`config.mk`:
```
export PLATFORM = sky130hd
export DESIGN_NAME = lzpc_palette
export DESIGN_NICKNAME = d
export VERILOG_FILES = /design/src/rtl/lzpc_pkg.sv /design/src/rtl/lzpc_palette.sv
export SDC_FILE = /design/constraint.sdc
export NUM_CORES = 2
export LEC_CHECK = 0
export CAP_MARGIN = 10
export CORE_MARGIN = 10
export CORE_UTILIZATION = 44
export DETAILED_ROUTE_END_ITERATION = 6
export DONT_BUFFER_PORTS = 1
export PLACE_DENSITY_LB_ADDON = 0.25
export REMOVE_ABC_BUFFERS = 1
export SLEW_MARGIN = 10
export SYNTH_ARGS = -nofsm -noshare
export SYNTH_HDL_FRONTEND = slang
export SYNTH_SLANG_ARGS = --single-unit
```
`constraint.sdc`:
```
create_clock -name clk -period 8 [get_ports clk]
set_clock_uncertainty 0.15 [all_clocks]
set_input_delay 1.6 -clock clk [delete_from_list [all_inputs] [get_ports clk]]
set_output_delay 1.6 -clock clk [all_outputs]
set_load 0.01 [all_outputs]
```
`src/rtl/lzpc_pkg.sv`:
```
package lzpc_pkg;

  localparam logic [2:0] KIND_PIXEL   = 3'd0;
  localparam logic [2:0] KIND_FRAME   = 3'd1;
  localparam logic [2:0] KIND_SETUP   = 3'd2;
  localparam logic [2:0] KIND_BYTE    = 3'd3;
  localparam logic [2:0] KIND_PALETTE = 3'd4;

  localparam logic [2:0] HIT_BACKGROUND = 3'd4;

  localparam logic [23:0] UNIT_STEP = 24'h010000;

  typedef struct packed {
    logic [2:0]  kind;
    logic [1:0]  layer;
    logic [23:0] x_origin;
    logic [23:0] y_origin;
    logic [23:0] x_step;
    logic [23:0] y_step;
    logic [15:0] write_address;
    logic [15:0] write_data;
    logic        line_end;
    logic        hit;
    logic [2:0]  hit_layer;
    logic [7:0]  pixel;
  } item_t;

endpackage

```
`src/rtl/lzpc_palette.sv`:
```
module lzpc_palette
  import lzpc_pkg::*;
#(
  parameter int unsigned PALETTE_DEPTH = 256
) (
  input  logic        clk,
  input  logic        rst_n,
  input  logic        in_valid,
  output logic        in_ready,
  input  item_t       in_item,
  input  logic [23:0] background,
  output logic        out_tvalid,
  input  logic        out_tready,
  output logic [23:0] out_tdata,
  output logic [2:0]  out_tuser,
  output logic        out_tlast
);

  localparam int unsigned PIW = $clog2(PALETTE_DEPTH);

  logic [15:0] pal [PALETTE_DEPTH];
  logic        pal_valid_r;
  logic [2:0]  pal_kind_r;
  logic        pal_last_r;
  logic        pal_hit_r;
  logic [2:0]  pal_layer_r;
  logic        pal_oob_r;
  logic [15:0] pal_word_r;
  logic        out_valid_r;
  logic [7:0]  red_r;
  logic [7:0]  green_r;
  logic [7:0]  blue_r;
  logic [2:0]  hit_layer_r;
  logic        line_end_r;

  logic        load;
  logic        out_free;
  logic        pixel_ready;
  logic [15:0] word;
  logic [7:0]  red_nxt;
  logic [7:0]  green_nxt;
  logic [7:0]  blue_nxt;
  logic [2:0]  hit_layer_nxt;

  assign out_free    = !out_valid_r || out_tready;
  assign pixel_ready = pal_valid_r && pal_kind_r == KIND_PIXEL;
  assign in_ready    = !pal_valid_r || pal_kind_r != KIND_PIXEL || out_free;
  assign load        = in_valid && in_ready;

  always_ff @(posedge clk) begin
    if (load && in_item.kind == KIND_PALETTE &&
        in_item.write_address < 16'(PALETTE_DEPTH)) begin
      pal[in_item.write_address[PIW-1:0]] <= in_item.write_data;
    end
    if (load) begin
      pal_word_r <= pal[in_item.pixel[PIW-1:0]];
    end
  end

  always_ff @(posedge clk) begin
    if (load) begin
      pal_kind_r  <= in_item.kind;
      pal_last_r  <= in_item.line_end;
      pal_hit_r   <= in_item.hit;
      pal_layer_r <= in_item.hit_layer;
      pal_oob_r   <= ({1'b0, in_item.pixel} >= 9'(PALETTE_DEPTH));
    end
  end

  // A byte beyond the palette still hits, but shows palette word zero.
  assign word = pal_oob_r ? 16'd0 : pal_word_r;

  always_comb begin
    if (pal_hit_r) begin
      red_nxt       = {word[15:12], 4'd0} + {4'd0, word[3:0]};
      green_nxt     = {word[11:8], 4'd0} + {4'd0, word[3:0]};
      blue_nxt      = {word[7:4], 4'd0} + {4'd0, word[3:0]};
      hit_layer_nxt = pal_layer_r;
    end else begin
      red_nxt       = background[23:16];
      green_nxt     = background[15:8];
      blue_nxt      = background[7:0];
      hit_layer_nxt = HIT_BACKGROUND;
    end
  end

  always_ff @(posedge clk) begin
    if (!rst_n) begin
      pal_valid_r <= 1'b0;
      out_valid_r <= 1'b0;
    end else begin
      if (in_ready) begin
        pal_valid_r <= in_valid;
      end
      if (out_free) begin
        out_valid_r <= pixel_ready;
      end
    end
  end

  always_ff @(posedge clk) begin
    if (out_free && pixel_ready) begin
      red_r       <= red_nxt;
      green_r     <= green_nxt;
      blue_r      <= blue_nxt;
      hit_layer_r <= hit_layer_nxt;
      line_end_r  <= pal_last_r;
    end
  end

  assign out_tvalid = out_valid_r;
  assign out_tdata  = {blue_r, green_r, red_r};
  assign out_tuser  = hit_layer_r;
  assign out_tlast  = line_end_r;

endmodule
```
Word-level counts from Yosys, hierarchy flattened
Memories as Yosys holds them, arrays and structs flattened. A register that Yosys moved wholly into a read port is not among the register bits.
Cells that the tools add are included.
{"block": "totals", "regBits": 38, "mem_bits_rw": 4096, "input_bits": 174, "out_inout_bits": 30, "n_memories": 1}
{"block": "classes", "addsub": 3, "n_lt_le_gt_ge": 1, "eq_ne": 1, "mux": 5, "n_reduce_logical": 12}
{"memory": "pal", "depth": 256, "word_bits": 16, "rd": 1, "rd_ports_with_merged_regs": 1, "wr": 1, "line": "lzpc_palette.sv:21", "rtl": "logic [15:0] pal [PALETTE_DEPTH];"}
{"op": "$add 8x4->8", "count": 3}
{"op": "$mux 8", "count": 3}
{"op": "$lt 16x9->1 const B", "count": 1}
{"op": "$logic_and 1x1->1", "count": 5}
{"op": "$eq 3x3->1 const B", "count": 1}
{"op": "$logic_not 3->1", "count": 1}
{"op": "$logic_or 1x1->1", "count": 3}
{"op": "$reduce_bool 3->1", "count": 1}
{"op": "$logic_not 1->1", "count": 2}
{"op": "$mux 1", "count": 2}

Longest topological paths before layout
{"block": "logic_depth", "word_depth": 8, "mapped_depth": 13}

Worst setup path after synthesis
No wires, ideal clock.
{"block": "synth_path", "kind": "input -> register", "start": "in in_item[143] in the netlist's numbering", "end": "mem pal[220][0] (enable)", "setup_time_ps": 388, "arrival_ps": 3703, "t_required_ps": 7462, "path_slack_ps": 3758, "path_stages": 8, "n_path_buf": 1, "path_cell_list": "nor4b_1 > and3_1 > and3_1 > nor2b_1 > nor2b_1 > nand3_1 > clkbuf_1 > nor2_1"}
{"block": "synth_via", "elab_chain_len": 5}
{"item": "start, declared", "line": "lzpc_palette.sv:10", "rtl": "input item_t in_item,"}
{"item": "$eq 3x3->1", "line": "lzpc_palette.sv:51", "rtl": "if (load && in_item.kind == KIND_PALETTE &&"}
{"item": "$logic_and 1x1->1 (2 in series)", "line": "lzpc_palette.sv:51"}
{"item": "$mux 1", "line": "lzpc_palette.sv:51"}
{"item": "$mux 1 (implied by the code)", "line": "lzpc_palette.sv:53", "rtl": "pal[in_item.write_address[PIW-1:0]] <= in_item.write_data;"}
{"item": "end, declared", "line": "lzpc_palette.sv:21"}
No other way between the ends.

==> results.md <==
* Status: finished, final reports clean
* TritonCTS clock tree: yes
* Iter 0 DRT Violations at 9,643
* Req. time, crit path at 8.61 ns
* Die Area at 390,000 sq um
* Clk sink count at 4,150
* Final setup vio count at 0
* Hold Fails Final Rpt at 0
* DP Worst Slack at 1.81 ns
* Detail Route Antenna Nets at 0
* Postcts setup bufs at 0
* VDD IR-drop max at 0.201 mV
* Register area at between 100,000 and 150,000 sq um
* Post-Synthesis Cells at 7,414
* Antenna violations before repair at 24
* DIE WIDTH at ~620 um
* FF+latch count, synth at 4,150
* CTS resizes at 0
* Total CTS buffers at about 430
* IO Port Bufs at 0
* Pin count of the biggest net entering global routing at 257
* Multi-input logic area at 33,400 sq um
* Core Area at roughly 360,000 sq um
* Ports at 204
* Initial core utilization at 44.1%
* CTS Hold Bufs at 0
* Global route total overflow at 0
* Final wirelength at 428,000 um
* Routability Congestion at 0.833
* Final critical-path share of the clock period at 68.3%
* Most used DFF post-synth: edfxtp_1
* Maximum fanout along the worst path at 156
* Area growth, synth to finish at 12.3%
* Power per cell area at 248 nW/um^2
* Global-route wire length before repair at approximately 600,000 um
* Synth cell types at 66
* Die height at 625 um
* Worst-path cell chain: nand2b_4 -> buf_4 -> o221ai_1 -> a21oi_1 -> or4_1 -> nor3_2 -> nand4_1 -> a211oi_2
* Synthesized cell area at 161,000 sq um
* Share of layout cells above drive strength 1 at 23.6%
* Worst hold path type: reg2reg
* Worst slew pin tran at 1.46 ns
* Avg Cell Area, Syn at between 20 and 25 sq um
* Clock slew at reported path FFs at roughly 0.06 ns
* Placement Cell Area at between 150,000 and 200,000 sq um
* Max-slew violation count at 0
* Post-DP HPWL at 236,000 um
* GRT Resource Usage Total at 21.3%
* Max Buffers Root-to-Sink at 4
* Num rows at 222
* CTS H-tree depth at 5
* Setup tns final at 0 ns
* DR vias/cell at 6.05
* Hold Worst Slack at 0.277 ns
* CP Launch Type: input pin
* Final non-filler cell area at approximately 180,000 sq um
* Static leakage at about 56 nW
* Post-route setup slack at 2.54 ns
* WL per Instance at 32.9 um
* Register area share after synthesis at roughly 77%
* Max-Cap Viols at 0
* Max Clock Freq at 0.183 GHz
* Fill cell count at 29.0k
* EDFF count, synth at 4,148
* Fin util at 49.5%
* Number of synthesis warnings at 0
* DR vias at 78.6k
* Slowest cell on crit path: nand4_1
* Fin nets at 7,916
* Slew margin rel. at between 2 and 2.5%
* Later-pin clock latency in the skew report at between 1 and 1.5 ns
* Worst setup path category: in2reg
* Asr flop ratio synth at 0%
* CP Capture Type: register
* Post-layout min period at between 5 and 6 ns
* Drt pass-1 iters at 6
* CP Buf/Inv Count at 1
* CP delay by family, top: simple AND/OR/NAND/NOR gates
* CP Data Arrival Time at 6.07 ns
* RSZ-0062 raised after global routing: false
* Largest stage delay, worst path at 0.82 ns
* Vias in the first global route at 78.4k
* Remaining DRCs at 0
* CTS root buffer: clkbuf_16
kinds of logic after synthesis:
logic type	count (synthesis)	share of synthesized area, %
flip-flops	4150	77.4
buffers and inverters	454	1.98
multiplexers	1407	15.5
AND/OR/NAND/NOR	711	2.03
AO/OA/AOI/OAI	692	3.11
per-stage QoR:
stage / power, mW / std cells
2_1_floorplan: 25.3 / 6975
3_3_place_gp: 26.1 / 12100
3_5_place_dp: 26.1 / 12100
4_1_cts: 45.1 / 12900
5_1_grt: 46.1 / 13000
6_report: 44.8 / 13000
power breakdown:
part	switching [mW]	internal, mW
logic	0.985	0.672
clock network	8.21	10.9
registers	0.0277	24.0
Yosys cell counts, types with 5 or more instances:
cell type	count	share of area, %
a311oi_1	9	0.049
o221ai_1	201	1.1
a31oi_1	15	0.058
nand2_1	157	0.37
o21ai_0	38	0.12
nor3_1	80	0.25
buf_2	90	0.28
o22ai_1	140	0.54
or4_1	12	0.056
a221oi_1	5	0.027
a22oi_1	30	0.14
o311ai_0	14	0.076
clkbuf_1	174	0.41
nand4_1	16	0.062
nand2b_1	6	0.023
a22o_1	25	0.14
nor2_1	292	0.68
buf_12	32	0.40
buf_8	27	0.25
o31ai_1	10	0.047
nor3_2	9	0.056
buf_1	28	0.065
and3_1	12	0.047
a211oi_2	7	0.054
mux2_2	15	0.10
edfxtp_1	4148	77
inv_1	15	0.035
buf_6	59	0.41
a21oi_1	133	0.41
mux4_2	859	12
o21a_1	10	0.047
a2111oi_0	9	0.049
buf_4	29	0.14
nor4_1	26	0.10
mux2i_1	532	3.3
nand3_1	52	0.16
nor2b_1	16	0.062
or3_1	9	0.035
and2_1	5	0.019
o211ai_1	5	0.023
a211oi_1	22	0.10
state kept, by name, indices dropped and copies added (netlist names):
signal and count:
pal_layer_r 3, pal_last_r 1, out_tlast 1, blue_r 8, pal_valid_r 1, green_r 8
pal 4096, out_tvalid 1, red_r 8, pal_word_r 16, pal_hit_r 1, pal_kind_r 3
out_tuser 3
worst paths after layout:
| check | end | depth (start not counted) | from | slack [ns] |
|---|---|---|---|---|
| setup / recovery | pal_word_r[7]$_DFFE_PP_ | 8 | in_item[2] | 2.54 |
| hold / removal | out_tlast$_DFFE_PP_ | 0 | pal_last_r$_DFFE_PP_ | 0.28 |
| setup reg to reg | pal[44][12]$_DFFE_PP_ | 9 | out_tvalid$_SDFFE_PN0P_ | 3.48 |
| hold reg to reg | out_tlast$_DFFE_PP_ | 0 | pal_last_r$_DFFE_PP_ | 0.28 |
layer usage:
layer / track usage [%] / vias to the layer above / part of all wire (%)
li1: - / 32200 / -
met1: 29.6 / 42300 / 40
met2: 33.9 / 3382 / 48
met3: 4.44 / 635 / 8.3
met4: 7.50 / 4 / 3.9
met5: 0 / - / 0.0056
layout by cell type (no fill, tap or decap), types with 10 or more instances in the layout:
cell type	instances
edfxtp_1	4148
mux4_2	859
mux2i_1	532
clkbuf_16	432
buf_4	310
nor2_1	211
o221ai_1	201
nand2_1	145
o22ai_1	140
a21oi_1	133
clkbuf_1	111
clkinv_1	103
diode_2	92
nor2_2	81
nor3_1	78
clkinv_2	54
nand3_1	48
o21ai_0	37
bufinv_16	32
a22oi_1	30
nor4_1	25
a22o_1	25
buf_12	25
a211oi_1	22
nand4_1	16
a31oi_1	15
mux2_2	15
o311ai_0	14
nor2b_1	12
and3_1	12
or4_1	12
inv_1	12
nand2_2	12
nor3_2	11
o21a_1	10
cell type report:
type	instances	share of cell area, %
Timing Repair Buffer	339	1.61
Sequential cell	4150	69.0
Antenna cell	92	0.127
Multi-Input combinational cell	2810	18.5
Inverter	15	0.0395
Clock buffer	543	6.21
Clock inverter	226	1.20
Tap cell	4816	3.34
worst register-to-register path: stages, from the launching register on:
cell and delay (ns):
dfxtp_1 0.34, nor2b_1 0.20, nand2_1 0.16, and3_1 0.41, nor2b_1 0.21, nor2b_1 0.43
nand3_2 0.63, buf_4 0.57, nor2_1 0.80, buf_4 0.33
Power figures use the tool's default switching activity.
